===== config.mk =====
export PLATFORM = sky130hd
export DESIGN_NAME = bitmap_free_run_extractor_core
export DESIGN_NICKNAME = d
export VERILOG_FILES = /design/src/sv/bfre_pkg.sv /design/src/sv/bitmap_free_run_extractor_core.sv /design/src/sv/bfre_pick.sv
export SDC_FILE = /design/constraint.sdc
export NUM_CORES = 1
export LEC_CHECK = 0
export BUFFER_PORTS_ARGS = -buffer_cell sky130_fd_sc_hd__buf_2
export CORE_ASPECT_RATIO = 1.75
export CORE_MARGIN = 4
export CORE_UTILIZATION = 50
export CTS_CLUSTER_DIAMETER = 150
export DETAILED_ROUTE_END_ITERATION = 10
export GPL_TIMING_DRIVEN = 0
export PLACE_DENSITY_LB_ADDON = 0.08
export SKIP_CTS_REPAIR_TIMING = 1
export SYNTH_ARGS = -nofsm -noshare
export SYNTH_HDL_FRONTEND = slang
export SYNTH_SLANG_ARGS = --single-unit

===== constraint.sdc =====
create_clock -name clk -period 7.4 [get_ports clk]
set_input_delay 0.74 -clock clk [delete_from_list [all_inputs] [get_ports clk]]
set_output_delay 0.74 -clock clk [all_outputs]
set_load 0.01 [all_outputs]

===== src/sv/bfre_pkg.sv =====
// ----------------------------------------------------------------------------
// bfre_pkg
// shared types, field widths, register codes and the cut pattern helper
// for the bitmap free-run extractor
// ----------------------------------------------------------------------------
package bfre_pkg;

	// parameter defaults
	localparam int UnitMaxDef  = 4;
	localparam int MaxWordsDef = 8;
	localparam int WordBitsDef = 64;

	// fixed field widths
	localparam int WordPortW = 64;
	localparam int CountW    = 4;
	localparam int LimitW    = 10;
	localparam int IdW       = 16;
	localparam int OffsetW   = 9;
	localparam int UnitsW    = 3;
	localparam int CfgDataW  = 16;
	localparam int CfgIdxW   = 2;

	// results per word and reset values
	localparam int MaxResults   = 32;
	localparam int ResCntW      = $clog2(MaxResults);
	localparam int WordCountRst = 8;
	localparam int BitLimitRst  = 512;

	// width of the alignment cut pattern (covers word bits plus any phase)
	localparam int PatW = 128;

	// register indexes
	localparam logic [CfgIdxW-1:0] CfgWordCount  = 2'd0;
	localparam logic [CfgIdxW-1:0] CfgBitLimit   = 2'd1;
	localparam logic [CfgIdxW-1:0] CfgChunkIndex = 2'd2;
	localparam logic [CfgIdxW-1:0] CfgZoneIndex  = 2'd3;

	typedef enum logic {
		ST_IDLE,
		ST_EMIT
	} state_t;

	// status of the find-first unit
	typedef struct packed {
		logic found;
		logic more;
	} pick_stat_t;

	// bit k set where k is a multiple of unit
	function automatic logic [PatW-1:0] cut_pattern(input int unit);
		int              c;
		logic [PatW-1:0] p;
		c = 0;
		p = '0;
		for (int k = 0; k < PatW; k++) begin
			p[k] = (c == 0);
			c++;
			if (c == unit) begin
				c = 0;
			end
		end
		return p;
	endfunction

endpackage


===== src/sv/bitmap_free_run_extractor_core.sv =====
// ----------------------------------------------------------------------------
// bitmap_free_run_extractor_core
// a word is accepted in the idle state; its blocks then come one per cycle,
// while the output is not stalled, out of the shared find-first unit (at most
// 32 blocks per word); a word that yields no block leaves the sequencer idle;
// the accept registers the piece masks, and each block is then loaded into the
// output register; asynchronous active-low reset clears config to its reset values,
// the scan position and stop flag to zero, and empties the output register
// ----------------------------------------------------------------------------
module bitmap_free_run_extractor_core
	import bfre_pkg::*;
#(
	parameter int PIECE_MAX = UnitMaxDef,
	parameter int MAX_WORDS = MaxWordsDef,
	parameter int WORD_BITS = WordBitsDef
) (
	input  logic                 clk,
	input  logic                 arst_n,
	// configuration write port
	input  logic                 cfg_we,
	input  logic [CfgIdxW-1:0]   cfg_index,
	input  logic [CfgDataW-1:0]  cfg_data,
	// input request channel
	input  logic                 in_valid,
	output logic                 in_stall,
	input  logic [WordPortW-1:0] bitmap_word,
	input  logic                 start_of_run,
	// result request channel
	output logic                 out_valid,
	input  logic                 out_stall,
	output logic [OffsetW-1:0]   block_offset,
	output logic [UnitsW-1:0]    block_units,
	output logic [IdW-1:0]       chunk_out,
	output logic [IdW-1:0]       zone_out,
	output logic                 last_of_word
);

	// bit index within a word
	localparam int IW  = $clog2(WORD_BITS);
	// word position, holds up to MAX_WORDS
	localparam int PW  = $clog2(MAX_WORDS + 1);
	localparam int WCW = (PW > CountW) ? PW : CountW;
	// unit index arithmetic, wide enough for base plus a whole word and the limit
	localparam int CWR = $clog2(MAX_WORDS * WORD_BITS + WORD_BITS + 1);
	localparam int CW  = (CWR > LimitW + 1) ? CWR : LimitW + 1;
	// alignment phase of a word's first unit
	localparam int PHW = (PIECE_MAX > 1) ? $clog2(PIECE_MAX) : 1;
	localparam int WordStep = WORD_BITS % PIECE_MAX;
	localparam logic [PatW-1:0] CutPat = cut_pattern(PIECE_MAX);

	// configuration registers
	logic [CountW-1:0] word_count_q;
	logic [LimitW-1:0] bit_limit_q;
	logic [IdW-1:0]    chunk_q;
	logic [IdW-1:0]    zone_q;

	// scan state across words
	logic [PW-1:0]  pos_q;
	logic           stopped_q;
	logic [PHW-1:0] phase_q;

	// per-word sequencer
	state_t               state_q, state_d;
	logic [WORD_BITS-1:0] starts_q;
	logic [WORD_BITS-1:0] ends_q;
	logic [CW-1:0]        base_q;
	logic [ResCntW-1:0]   cnt_q;

	// output register
	logic               out_valid_q;
	logic [OffsetW-1:0] offset_q;
	logic [UnitsW-1:0]  units_q;
	logic               last_q;

	// ------------------------------------------------------------------
	// configuration
	// ------------------------------------------------------------------
	always_ff @(posedge clk or negedge arst_n) begin
		if (!arst_n) begin
			word_count_q <= CountW'(WordCountRst);
			bit_limit_q  <= LimitW'(BitLimitRst);
			chunk_q      <= '0;
			zone_q       <= '0;
		end else if (cfg_we) begin
			unique case (cfg_index)
				CfgWordCount:  word_count_q <= cfg_data[CountW-1:0];
				CfgBitLimit:   bit_limit_q  <= cfg_data[LimitW-1:0];
				CfgChunkIndex: chunk_q      <= cfg_data[IdW-1:0];
				CfgZoneIndex:  zone_q       <= cfg_data[IdW-1:0];
				default: ;
			endcase
		end
	end

	// ------------------------------------------------------------------
	// word setup: restart, limits and piece masks for the incoming word
	// ------------------------------------------------------------------
	logic [PW-1:0]        pos_eff;
	logic                 stopped_eff;
	logic [PHW-1:0]       phase_eff;
	logic [WCW-1:0]       wc_ext;
	logic [WCW-1:0]       words;
	logic                 active;
	logic [CW-1:0]        base;
	logic [CW-1:0]        lim;
	logic [PatW-1:0]      cut_shift;
	logic [WORD_BITS-1:0] cut;
	logic [WORD_BITS-1:0] free_bits;
	logic [WORD_BITS-1:0] starts_new;
	logic [WORD_BITS-1:0] ends_new;
	logic                 stop_next;
	logic [PHW:0]         phase_sum;
	logic [PHW-1:0]       phase_next;

	// a restart makes this word word zero
	assign pos_eff     = start_of_run ? '0 : pos_q;
	assign stopped_eff = start_of_run ? 1'b0 : stopped_q;
	assign phase_eff   = start_of_run ? '0 : phase_q;

	// word limit is word_count capped at MAX_WORDS
	assign wc_ext = WCW'(word_count_q);
	assign words  = (wc_ext > WCW'(MAX_WORDS)) ? WCW'(MAX_WORDS) : wc_ext;
	assign active = !stopped_eff && (WCW'(pos_eff) < words);

	assign base = CW'(pos_eff) * CW'(WORD_BITS);
	assign lim  = CW'(bit_limit_q);

	// alignment boundaries inside this word, from the constant pattern
	assign cut_shift = CutPat >> phase_eff;
	assign cut       = cut_shift[WORD_BITS-1:0];

	always_comb begin
		for (int j = 0; j < WORD_BITS; j++) begin
			free_bits[j] = !bitmap_word[j] && ((base + CW'(j)) < lim);
		end
	end

	// a piece starts at a free unit after a used one or on a boundary,
	// and ends at a free unit before a used one or before a boundary
	always_comb begin
		for (int j = 0; j < WORD_BITS; j++) begin
			if (j == 0) begin
				starts_new[j] = free_bits[j];
			end else begin
				starts_new[j] = free_bits[j] && (!free_bits[j-1] || cut[j]);
			end
			if (j == WORD_BITS - 1) begin
				ends_new[j] = free_bits[j];
			end else begin
				ends_new[j] = free_bits[j] && (!free_bits[j+1] || cut[j+1]);
			end
		end
	end

	// scan ends once this word reaches the bit limit or the word limit
	assign stop_next = ((base + CW'(WORD_BITS)) >= lim) || ((WCW'(pos_eff) + 1'b1) >= words);

	assign phase_sum  = (PHW+1)'(phase_eff) + (PHW+1)'(WordStep);
	assign phase_next = (phase_sum >= (PHW+1)'(PIECE_MAX)) ?
		PHW'(phase_sum - (PHW+1)'(PIECE_MAX)) : PHW'(phase_sum);

	// ------------------------------------------------------------------
	// find-first unit
	// ------------------------------------------------------------------
	logic [IW-1:0]        s_idx;
	logic [IW-1:0]        e_idx;
	logic [WORD_BITS-1:0] starts_rest;
	logic [WORD_BITS-1:0] ends_rest;
	pick_stat_t           pick_stat;

	bfre_pick #(
		.WORD_BITS (WORD_BITS),
		.IW        (IW)
	) u_pick (
		.starts      (starts_q),
		.ends        (ends_q),
		.start_idx   (s_idx),
		.end_idx     (e_idx),
		.starts_rest (starts_rest),
		.ends_rest   (ends_rest),
		.stat        (pick_stat)
	);

	// ------------------------------------------------------------------
	// sequencer
	// ------------------------------------------------------------------
	logic in_acc;
	logic out_free;
	logic load;
	logic last_piece;
	logic begin_word;

	assign in_acc     = in_valid && !in_stall;
	assign out_free   = !out_valid_q || !out_stall;
	assign last_piece = !pick_stat.more || (cnt_q == ResCntW'(MaxResults - 1));
	assign begin_word = in_acc && active && (starts_new != '0);

	always_comb begin
		state_d = state_q;
		unique case (state_q)
			ST_IDLE: begin
				if (begin_word) begin
					state_d = ST_EMIT;
				end
			end
			ST_EMIT: begin
				if (load && last_piece) begin
					state_d = ST_IDLE;
				end
			end
			default: state_d = ST_IDLE;
		endcase
	end

	always_comb begin
		in_stall = 1'b1;
		load     = 1'b0;
		unique case (state_q)
			ST_IDLE: in_stall = 1'b0;
			ST_EMIT: load     = out_free && pick_stat.found;
			default: ;
		endcase
	end

	always_ff @(posedge clk or negedge arst_n) begin
		if (!arst_n) begin
			state_q   <= ST_IDLE;
			pos_q     <= '0;
			stopped_q <= 1'b0;
			phase_q   <= '0;
		end else begin
			state_q <= state_d;
			// scan state moves on each accepted active word; a restart alone still clears it
			if (in_acc) begin
				if (active) begin
					pos_q     <= pos_eff + 1'b1;
					stopped_q <= stop_next;
					phase_q   <= phase_next;
				end else begin
					pos_q     <= pos_eff;
					stopped_q <= stopped_eff;
					phase_q   <= phase_eff;
				end
			end
		end
	end

	// piece masks, word base and result count
	always_ff @(posedge clk) begin
		if (begin_word) begin
			starts_q <= starts_new;
			ends_q   <= ends_new;
			base_q   <= base;
			cnt_q    <= '0;
		end else if (load) begin
			starts_q <= starts_rest;
			ends_q   <= ends_rest;
			cnt_q    <= cnt_q + 1'b1;
		end
	end

	// ------------------------------------------------------------------
	// output register
	// ------------------------------------------------------------------
	logic [CW-1:0] offset_sum;
	logic [IW:0]   len_full;

	assign offset_sum = base_q + CW'(s_idx);
	assign len_full   = {1'b0, e_idx} - {1'b0, s_idx} + 1'b1;

	always_ff @(posedge clk or negedge arst_n) begin
		if (!arst_n) begin
			out_valid_q <= 1'b0;
		end else if (load) begin
			out_valid_q <= 1'b1;
		end else if (!out_stall) begin
			out_valid_q <= 1'b0;
		end
	end

	always_ff @(posedge clk) begin
		if (load) begin
			offset_q <= offset_sum[OffsetW-1:0];
			units_q  <= len_full[UnitsW-1:0];
			last_q   <= last_piece;
		end
	end

	assign out_valid    = out_valid_q;
	assign block_offset = offset_q;
	assign block_units  = units_q;
	assign last_of_word = last_q;
	// ids must change only while idle (the block does not enforce this); the live registers then serve every request
	assign chunk_out    = chunk_q;
	assign zone_out     = zone_q;

endmodule


===== src/sv/bfre_pick.sv =====
// ----------------------------------------------------------------------------
// bfre_pick
// find-first unit: takes the lowest pending piece start and piece end,
// returns their bit indexes and the masks with both removed
// ----------------------------------------------------------------------------
module bfre_pick
	import bfre_pkg::*;
#(
	parameter int WORD_BITS = WordBitsDef,
	parameter int IW        = $clog2(WORD_BITS)
) (
	input  logic [WORD_BITS-1:0] starts,
	input  logic [WORD_BITS-1:0] ends,
	output logic [IW-1:0]        start_idx,
	output logic [IW-1:0]        end_idx,
	output logic [WORD_BITS-1:0] starts_rest,
	output logic [WORD_BITS-1:0] ends_rest,
	output pick_stat_t           stat
);

	logic [WORD_BITS-1:0] s_low;
	logic [WORD_BITS-1:0] e_low;

	// isolate lowest set bit
	assign s_low = starts & (~starts + WORD_BITS'(1));
	assign e_low = ends & (~ends + WORD_BITS'(1));

	assign starts_rest = starts & ~s_low;
	assign ends_rest   = ends & ~e_low;

	always_comb begin
		start_idx = '0;
		end_idx   = '0;
		for (int j = 0; j < WORD_BITS; j++) begin
			if (s_low[j]) begin
				start_idx = start_idx | IW'(j);
			end
			if (e_low[j]) begin
				end_idx = end_idx | IW'(j);
			end
		end
	end

	assign stat.found = (starts != '0);
	assign stat.more  = (starts_rest != '0);

endmodule


==> key figures, run 1 <==
Global routing
  • Number of global-route vias before repair: 14.35k
  • Antenna violations before repair: 0
  • Global Route Usage Sum: 38.83%
  • Largest net degree at the start of global routing: 66
  • First-pass GRT wire length: 89360 um
  • Grt ovf: 0

Floorplanning
  • Core footprint: 27430 um2
  • Die Y: 229.5 um
  • DIE AREA: 30880 um2
  • Initial core utilization: 51.10%
  • Die width: 134.6 um
  • IO Pins: 135
  • FP Rows: 80

STA
  • Setup TNS: -1.593 ns
  • Slew margin rel.: 0.5892%
  • Final Critical Period: 7.453 ns
  • Clk_skew: 0.01291 ns
  • Final Slew Violations: 0
  • Transition time of the tightest slew-check pin: 1.454 ns
  • Max Clock Freq: 134.2 MHz
  • RSZ-0062 raised after global routing: false
  • Min Hold Slack: 0.4217 ns
  • Worst Slack Setup Final: -0.05262 ns
  • Final setup violation count: 55
  • Final Hold Viols: 0
  • Tcrit/Tclk final: 100.7%

Worst setup path
  • Worst EP required: 7.59 ns
  • Slowest-stage cell, CP: o32ai_1
  • R2R setup slack: 0.15 ns
  • R2r worst-path depth: 15
  • Reg2reg start: pos_q[2]
  • Setup crit start kind: input pin
  • CP arrival: 7.64 ns
  • CP max FO: 65
  • Worst flop-to-flop path endpoint: ends_q[12]
  • Crit Path Category: in -> reg
  • Worst-path cell chain: buf_2 > clkbuf_1 > nor2b_1 > ha_1 > a41oi_1 > o21a_1 > buf_2 > clkbuf_1 > nand2_1 > o32ai_1 > nor4_1 > and4_1 > a31oi_2 > buf_2 > buf_2 > or2_4 > buf_16
  • Worst Path Buf+Inv: 7
  • Crit path top cell by count: buf_2
  • Kind of cell adding the most delay to the critical path: buffers and inverters
  • CP endpoint kind: flop
  • Slowest stage delay, CP: 1.01 ns

Logic synthesis
  • Netlist cell types: 88
  • Count of state elements after synthesis: 204
  • Synthesized area: 14010 um2
  • Register area share after synthesis: 41.41%
  • Async set-reset flop share out of synthesis: 26.96%
  • Cell count after synthesis: 1564
  • Syn Area/Cell: 8.961 um2
  • Most common cell in the netlist: nand2_1
  • Post-synth EDFFs: 144
  • Synth Flop Type: edfxtp_1
  • Syn nets: 1675
  • Synth area leader: edfxtp_1
  • Commonest cells post-synth: nand2_1 (179), o21ai_0 (178), edfxtp_1 (144), nor2_1 (124), a21oi_1 (64)
  • Synth warn: 0
  • Synth area leaders: edfxtp_1 (31%), dfrtp_1 (9.5%), o21ai_0 (6.4%)
  • Top cell type's share of synthesized area: 30.85%

Routing
  • Routed vias: 14.69k
  • Iteration count of the initial detailed-routing pass: 6
  • DR WL/cell: 29.22 um
  • Vias/cell: 6.971
  • WL final: 61570 um
  • Post-route ant nets: 0
  • DRC: 0
  • Initial DRC count: 1550

Power
  • Tot Pwr: 4921 uW
  • Worst VDD drop: 0.2229 mV
  • Cell Pwr Density: 310.7 nW/um2
  • LEAKAGE: 0.005820 uW

Clocking
  • Clk buf depth: 3
  • Worst skew pair latency: 0.54 ns
  • Clock Pin Slew Worst Setup and Hold Paths: 0.06 ns
  • CTS Root Cell: clkbuf_16
  • CTS sink count: 204
  • CTS tree: built
  • Num CTS Buffers: 20
  • H-tree depth: 1

Cells and area
  • Share of post-route cells with drive strength above 1: 17.10%
  • Non-Filler Cell Area, Final: 15840 um2
  • Final nets: 1835
  • Area Overhead vs Synth: 13.00%
  • Post-layout util: 57.74%

Outcome
  • Status: finished with violations
  • Violated checks: max-capacitance violations, negative setup slack

Place
  • Number of port buffers: 134
  • Post-DP HPWL: 47740 um
  • Post-DP Area: 15210 um2
  • GP Congestion: 1.129

Job
  • Max Cap Violations: 1

Hold path
  • Beginning of the worst hold path: base_q[6]
  • HP Class: reg -> reg
  • Worst hold path depth: 0
  • Hold endpoint: block_offset[6]
## state kept, by name, indices dropped and copies added (netlist names), 2 cells and up
register / flops
wc_ext: 4
block_units: 3
base_q: 3
phase_q: 2
pos_q: 4
ends_q: 64
bit_limit_q: 10
chunk_out: 16
block_offset: 9
cnt_q: 5
starts_q: 64
zone_out: 16
## metal layers
metal / GRT usage [%] / vias to the layer above / part of all wire (%)
met2: 65.13 / 958 / 48
met4: 34.43 / 0 / 11
li1: - / 6424 / -
met1: 42.03 / 6967 / 33
met5: 0 / - / 0
met3: 5.446 / 338 / 7.6
## kinds of logic (layout without fill, tap and decap cells)
group | after synthesis | in the layout | synth area share (%)
other | 0 | 1 | 0
buffers and inverters | 130 | 302 | 3.901
adders and majority gates | 26 | 26 | 2.268
DFF | 204 | 204 | 41.41
and+or+nand+nor | 634 | 635 | 23.80
xor gates and xnor gates | 8 | 8 | 0.4999
muxes | 51 | 51 | 4.071
AOI/OAI and AO/OA | 511 | 511 | 24.05
## worst register-to-register path, cell delays in order (launching register included)
cell and delay (ns):
dfrtp_1 0.39, nor2b_1 0.48, ha_1 0.38, a41oi_1 0.27, o21a_1 0.15, buf_2 0.27, clkbuf_1 0.51, nand2_1 0.25
o32ai_1 1.01, nor4_1 0.19, and4_1 0.32, a31oi_2 0.76, buf_2 0.42, buf_2 0.50, or2_4 0.56, buf_16 0.34
## stage by stage
stage,setup WS (ns),cells
2_1_floorplan,1.461,1564
3_3_place_gp,-1.505,2067
3_5_place_dp,-0.3258,2070
4_1_cts,0.1824,2105
5_1_grt,0.1058,2106
6_report,-0.05262,2107
## how the worst max path moves through the flow
stage               cells after the start  slack (ns)          to          from
floorplan                              16        1.46   ends_q[0]  start_of_run
global placement                       17       -1.50   ends_q[7]  start_of_run
detailed placement                     18       -0.33   ends_q[7]  start_of_run
CTS                                    18        0.18   ends_q[7]  start_of_run
global route                           17        0.11   ends_q[7]  start_of_run
finish                                 17       -0.05  ends_q[12]  start_of_run
## layout make-up
cell class	count	area [um2]
clock inverters	7	43.79
repair buffers	137	718.2
clock buffers	28	571.8
diodes	1	2.502
multi-input cells	1231	7689
plain buffers	88	389.1
fillers	2578	11590
well taps	369	461.7
inverters	42	157.7
flip-flops and latches	204	5803
## layout by cell type (no fill, tap or decap), types with 18 or more instances in the layout
cell type    n
clkbuf_1    66
a31oi_1     44
o31ai_1     22
a2111oi_0   19
nand4_1     36
inv_1       42
ha_1        23
dfrtp_1     53
nor2_1     124
buf_2      155
or4_1       22
or3_1       31
mux2_2      48
nand2_1    179
nand3_1     50
a21oi_1     63
nor4_1      29
o211ai_1    18
nor3_1      47
clkbuf_16   21
o2111ai_1   20
edfxtp_1   144
o21ai_0    178
## where the power goes
| group | internal, uW | total [uW] | switching, uW |
|---|---|---|---|
| sequential | 1720 | 2080 | 365 |
| combinational | 592 | 1840 | 1250 |
| clock | 541 | 997 | 456 |
| total | 2850 | 4920 | 2070 |
Power figures use the tool's default switching activity.
==> run 2: changes to the inputs <==
- SLEW_MARGIN: default -> 40
- clock period: 7.4 -> 8.2 ns (I/O delays scaled with it)
==> run 2 against run 1 <==
Effect of this change: the flow now finishes without violations; utilization up 0.56 points; wire length increased by 0.32%; flip-flop and latch count did not move; via count increased by 1.1%; combinational power is 9% lower; clock-buffer cell count shrank 2; critical path depth increased by 3; final cell count rose by 0.19%; register-to-register slack gained 1.3 ns; clock power decreased by 7.0%; sequential share of layout area decreased by 0.35 points; final area up 0.97%; critical path type unchanged; largest cell class unchanged.
==> key figures, run 2 (synthesis gave the netlist of run 1 again) <==
Outcome
  • Status: completed

Clocking
  • CTS sink count: 204
  • CTS tree: built
  • H-tree depth: 1
  • Num CTS Buffers: 20
  • Clk buf depth: 3
  • CTS Root Cell: clkbuf_16
  • Worst skew pair latency: 0.53 ns
  • Clock Pin Slew Worst Setup and Hold Paths: 0.07 ns

Cells and area
  • Register area: 5803 um2
  • Multi-input gate area: 7770 um2
  • Non-Filler Cell Area, Final: 15990 um2
  • Final nets: 1838
  • Commonest non-fill, non-tap cell in the layout: nand2_1
  • Fillers: 2579
  • Biggest regs: ends_q (64), starts_q (64)
  • Area Overhead vs Synth: 14.10%
  • Share of post-route cells with drive strength above 1: 18.17%
  • Most frequent cells in the layout: nand2_1 (179), o21ai_0 (178), buf_2 (155)

Floorplanning
  • Initial core utilization: 51.10%
  • Core footprint: 27430 um2
  • Die width: 134.6 um
  • DIE AREA: 30880 um2
  • Die Y: 229.5 um
  • FP Rows: 80
  • IO Pins: 135

Place
  • GP Congestion: 1.129
  • Post-DP Area: 15320 um2
  • Post-DP HPWL: 48040 um
  • Number of port buffers: 134

STA
  • Final Slew Violations: 0
  • Slew margin rel.: 34.94%
  • Min Hold Slack: 0.3190 ns
  • Final Hold Viols: 0
  • Tcrit/Tclk final: 86.57%
  • Max Clock Freq: 140.9 MHz
  • Transition time of the tightest slew-check pin: 0.9670 ns
  • RSZ-0062 raised after global routing: false
  • Clk_skew: 0.02173 ns
  • Final Critical Period: 7.099 ns
  • Final setup violation count: 0

Worst setup path
  • Slowest stage delay, CP: 0.73 ns
  • Worst-path cell chain: buf_2 > clkbuf_1 > inv_1 > nand2_1 > inv_1 > ha_1 > a41oi_1 > o21a_1 > buf_2 > clkbuf_1 > nand2_1 > o32ai_1 > nor4_1 > and4_1 > a31oi_4 > buf_2 > buf_2 > or2_4 > buf_12 > buf_12
  • Worst EP required: 8.42 ns
  • Slowest-stage cell, CP: o32ai_1
  • R2r worst-path depth: 16
  • Setup crit start kind: input pin
  • R2R setup slack: 1.42 ns
  • Worst Path Buf+Inv: 10
  • CP arrival: 7.32 ns
  • Crit Path Category: in -> reg
  • Crit path top cell by count: buf_2
  • CP max FO: 34
  • Worst flop-to-flop path endpoint: ends_q[7]
  • Reg2reg start: pos_q[2]
  • Kind of cell adding the most delay to the critical path: buffers and inverters
  • CP endpoint kind: flop

Hold path
  • HP Class: in -> async

Routing
  • Routed vias: 14.85k
  • DRC: 0
  • Vias/cell: 7.034
  • DR WL/cell: 29.26 um
  • Iteration count of the initial detailed-routing pass: 6
  • Initial DRC count: 1543
  • Post-route ant nets: 0
  • WL final: 61770 um

Global routing
  • Largest net degree at the start of global routing: 56
  • Grt ovf: 0
  • Global Route Usage Sum: 38.90%
  • Number of global-route vias before repair: 14.41k
  • Antenna violations before repair: 1
  • First-pass GRT wire length: 89780 um

Power
  • Worst VDD drop: 0.2146 mV
  • Cell Pwr Density: 280.9 nW/um2
  • LEAKAGE: 0.005870 uW

Job
  • Max Cap Violations: 0
[run 2: cell types whose count changed in the layout (fill, tap and decap cells not counted), sizes merged]
| cell | delta |
|---|---|
| buf | +4 |
| bufinv | +1 |
| clkbuf | -2 |
| clkinv | -2 |
| clkinvlp | +2 |
| diode | +2 |
| or2 | -1 |
[run 2: where the power goes]
part           switching (uW)  internal [uW]
combinational            1130            549
sequential                333           1550
clock                     411            516
[run 2: final cells by class]
type,instances,share of cell area [%]
Antenna cell,3,0.04695
Buffer,88,2.449
Clock buffer,26,3.529
Clock inverter,8,0.4304
Inverter,42,0.9859
Multi-Input combinational cell,1230,48.59
Sequential cell,204,36.29
Tap cell,369,2.887
Timing Repair Buffer,141,4.789
[run 2: worst register-to-register path, delay by kind of cell (launching register included)]
family	cells	cell delay (ns)
compound gates	4	1.73
fa+ha+maj	1	0.38
simple gates	5	1.71
flops	1	0.39
buf+inv	6	2.24
[run 2: metal layers]
layer	track usage, %	wire length, um	vias to the layer above
met1	41.85	20410	7034
met2	64.89	29310	998
met3	6.192	4920	369
met5	0	0	-
met4	34.68	7129	0
li1	-	-	6447
[run 2: worst max-delay path by stage]
stage,slack (ns),to,startpoint,depth (start not counted)
6_report,1.10,ends_q[7],start_of_run,20
5_1_grt,1.25,ends_q[12],start_of_run,20
4_1_cts,1.18,ends_q[7],start_of_run,20
3_5_place_dp,0.66,ends_q[7],start_of_run,20
3_3_place_gp,-0.78,ends_q[7],start_of_run,17
2_1_floorplan,2.18,ends_q[0],start_of_run,16
[run 2: stage by stage]
stage | utilization [%] | total power, uW | setup TNS (ns) | setup slack (ns) | std cells
2_1_floorplan | - | 2815 | 0 | 2.181 | 1564
3_3_place_gp | 55.23 | 3430 | -98.99 | -0.7848 | 2067
3_5_place_dp | 55.87 | 3494 | 0 | 0.6604 | 2074
4_1_cts | 58.18 | 4414 | 0 | 1.183 | 2108
5_1_grt | 58.28 | 4680 | 0 | 1.254 | 2108
6_report | 58.30 | 4492 | 0 | 1.101 | 2111
==> run 3: changes to the inputs <==
- CORE_UTILIZATION: 50 -> 31
==> run 3 against run 2 <==
Effect of this change: worst hold slack got worse by 0.0029 ns; die area is 58% higher; non-clock buffer count down 1; total power up 4.7%; setup slack worse by 0.20 ns; register-to-register slack got worse by 0.15 ns; critical endpoint is now ends_q[6]; clock-buffer cell count up 5; final area increased by 2.4%; highest routed layer unchanged; sequential power is essentially flat.
==> key figures, run 3 (synthesis gave the netlist of run 1 again) <==
Outcome
  • Status: completed

Clocking
  • Worst skew pair latency: 0.57 ns
  • Num CTS Buffers: 23
  • CTS sink count: 204
  • Clk buf depth: 3
  • Clock Pin Slew Worst Setup and Hold Paths: 0.07 ns
  • CTS tree: built
  • CTS Root Cell: clkbuf_16
  • H-tree depth: 1

STA
  • Tcrit/Tclk final: 89.01%
  • Slew margin rel.: 37.74%
  • Worst Slack Setup Final: 0.9010 ns
  • Final Slew Violations: 0
  • Setup TNS: 0 ns
  • Final setup violation count: 0
  • Final Critical Period: 7.299 ns
  • Min Hold Slack: 0.3161 ns
  • Final Hold Viols: 0
  • Clk_skew: 0.02345 ns
  • RSZ-0062 raised after global routing: false
  • Transition time of the tightest slew-check pin: 0.9254 ns
  • Max Clock Freq: 137.0 MHz

Floorplanning
  • Core footprint: 44540 um2
  • FP Rows: 102
  • IO Pins: 135
  • Initial core utilization: 31.47%
  • DIE AREA: 48810 um2
  • Die Y: 289.3 um
  • Die width: 168.7 um

Hold path
  • HP Class: in -> async

Cells and area
  • Share of post-route cells with drive strength above 1: 18.57%
  • Commonest non-fill, non-tap cell in the layout: nand2_1
  • Fillers: 4657
  • Area Overhead vs Synth: 16.88%
  • Biggest regs: ends_q (64), starts_q (64)
  • Final nets: 1840
  • Post-layout util: 36.78%
  • Most frequent cells in the layout: nand2_1 (179), o21ai_0 (177), buf_2 (155)

Power
  • LEAKAGE: 0.005944 uW
  • Pint: 2713 uW
  • Tot Pwr: 4702 uW
  • Total net switching power: 1990 uW
  • Clk pwr share: 23.0%
  • Sequential Power Share: 40.1%
  • Cell Pwr Density: 287.1 nW/um2
  • Worst VDD drop: 0.1760 mV
  • Net switching fraction of the power: 42.31%
  • Gate power share: 36.9%

Worst setup path
  • Crit path top cell by count: buf_2
  • Slowest stage delay, CP: 0.81 ns
  • Setup crit start kind: input pin
  • Slowest-stage cell, CP: o32ai_1
  • Worst Setup SP: start_of_run
  • Crit Path Category: in -> reg
  • Reg2reg start: pos_q[2]
  • Kind of cell adding the most delay to the critical path: buffers and inverters
  • Worst-path cell chain: buf_2 > clkbuf_1 > inv_1 > nand2_1 > inv_1 > ha_1 > a41oi_1 > o21a_1 > buf_2 > clkbuf_1 > nand2_1 > o32ai_1 > nor4_1 > and4_1 > a31oi_4 > buf_2 > buf_2 > or2_4 > buf_12 > buf_12
  • CP arrival: 7.55 ns
  • Worst Path Buf+Inv: 10
  • CP endpoint kind: flop
  • CP max FO: 37
  • Worst EP required: 8.45 ns

Routing
  • DRC: 0
  • Initial DRC count: 1392
  • Routed vias: 14.31k
  • DR WL/cell: 30.59 um
  • Post-route ant nets: 0
  • Vias/cell: 6.172
  • WL final: 70910 um
  • Iteration count of the initial detailed-routing pass: 5

Global routing
  • Busiest grt layer: met2
  • Largest net degree at the start of global routing: 56
  • Number of global-route vias before repair: 14.30k
  • Grt ovf: 0
  • Global-route met1 utilization: 30.39%
  • Antenna violations before repair: 0
  • First-pass GRT wire length: 100000 um
  • Global Route Usage Sum: 28.00%
  • Met3 Usage GRT: 2.621%
  • Global-route track usage on met2: 50.44%

Place
  • Post-DP HPWL: 56860 um
  • GP Congestion: 1.021
  • Placement Setup Slack: 0.3709 ns
  • Number of port buffers: 134

Job
  • Max Cap Violations: 0
==> run 3: cell type report <==
type / count / area [um2] / area share [%]
antenna: 1 / 2.502 / 0.01528
buffer: 88 / 394.1 / 2.406
clock buffer: 31 / 671.9 / 4.102
clock inverter: 10 / 93.84 / 0.5729
inverter: 42 / 157.7 / 0.9624
multi-input combinational: 1230 / 7781 / 47.50
sequential: 204 / 5803 / 35.43
tap: 572 / 715.7 / 4.369
timing repair buffer: 140 / 760.7 / 4.644
==> run 3: path summary, 6_finish.rpt <==
kind                                    to  slack [ns]  cells after the start
setup / recovery                 ends_q[6]        0.90                     20
hold / removal                  phase_q[1]        0.32                      1
setup reg to reg                 ends_q[6]        1.27                     16
hold reg to reg            block_offset[7]        0.42                      0
max in group asynchronous    chunk_out[12]        7.39                      1
min in group clk           block_offset[7]        0.42                      0
==> run 3: routing by layer <==
layer	share of wire [%]	wire, um
met5	0	0
met4	8.8	6224
met3	4.4	3092
met2	51	36170
met1	36	25420
==> run 3: power by group through the flow <==
| stage | Sequential (uW) | Combinational [uW] | Clock [uW] |
|---|---|---|---|
| 2_1_floorplan | 1820 | 991 | 0 |
| 3_3_place_gp | 1910 | 1670 | 0 |
| 3_5_place_dp | 1890 | 1710 | 0 |
| 4_1_cts | 1870 | 1720 | 1110 |
| 5_1_grt | 1930 | 1870 | 1140 |
| 6_report | 1890 | 1730 | 1080 |
==> run 3: through the flow <==
stage,cell area (um2),cells
6_report,16380,2318
5_1_grt,16380,2317
4_1_cts,16370,2317
3_5_place_dp,15600,2276
3_3_place_gp,15400,2270
2_1_floorplan,14010,1564
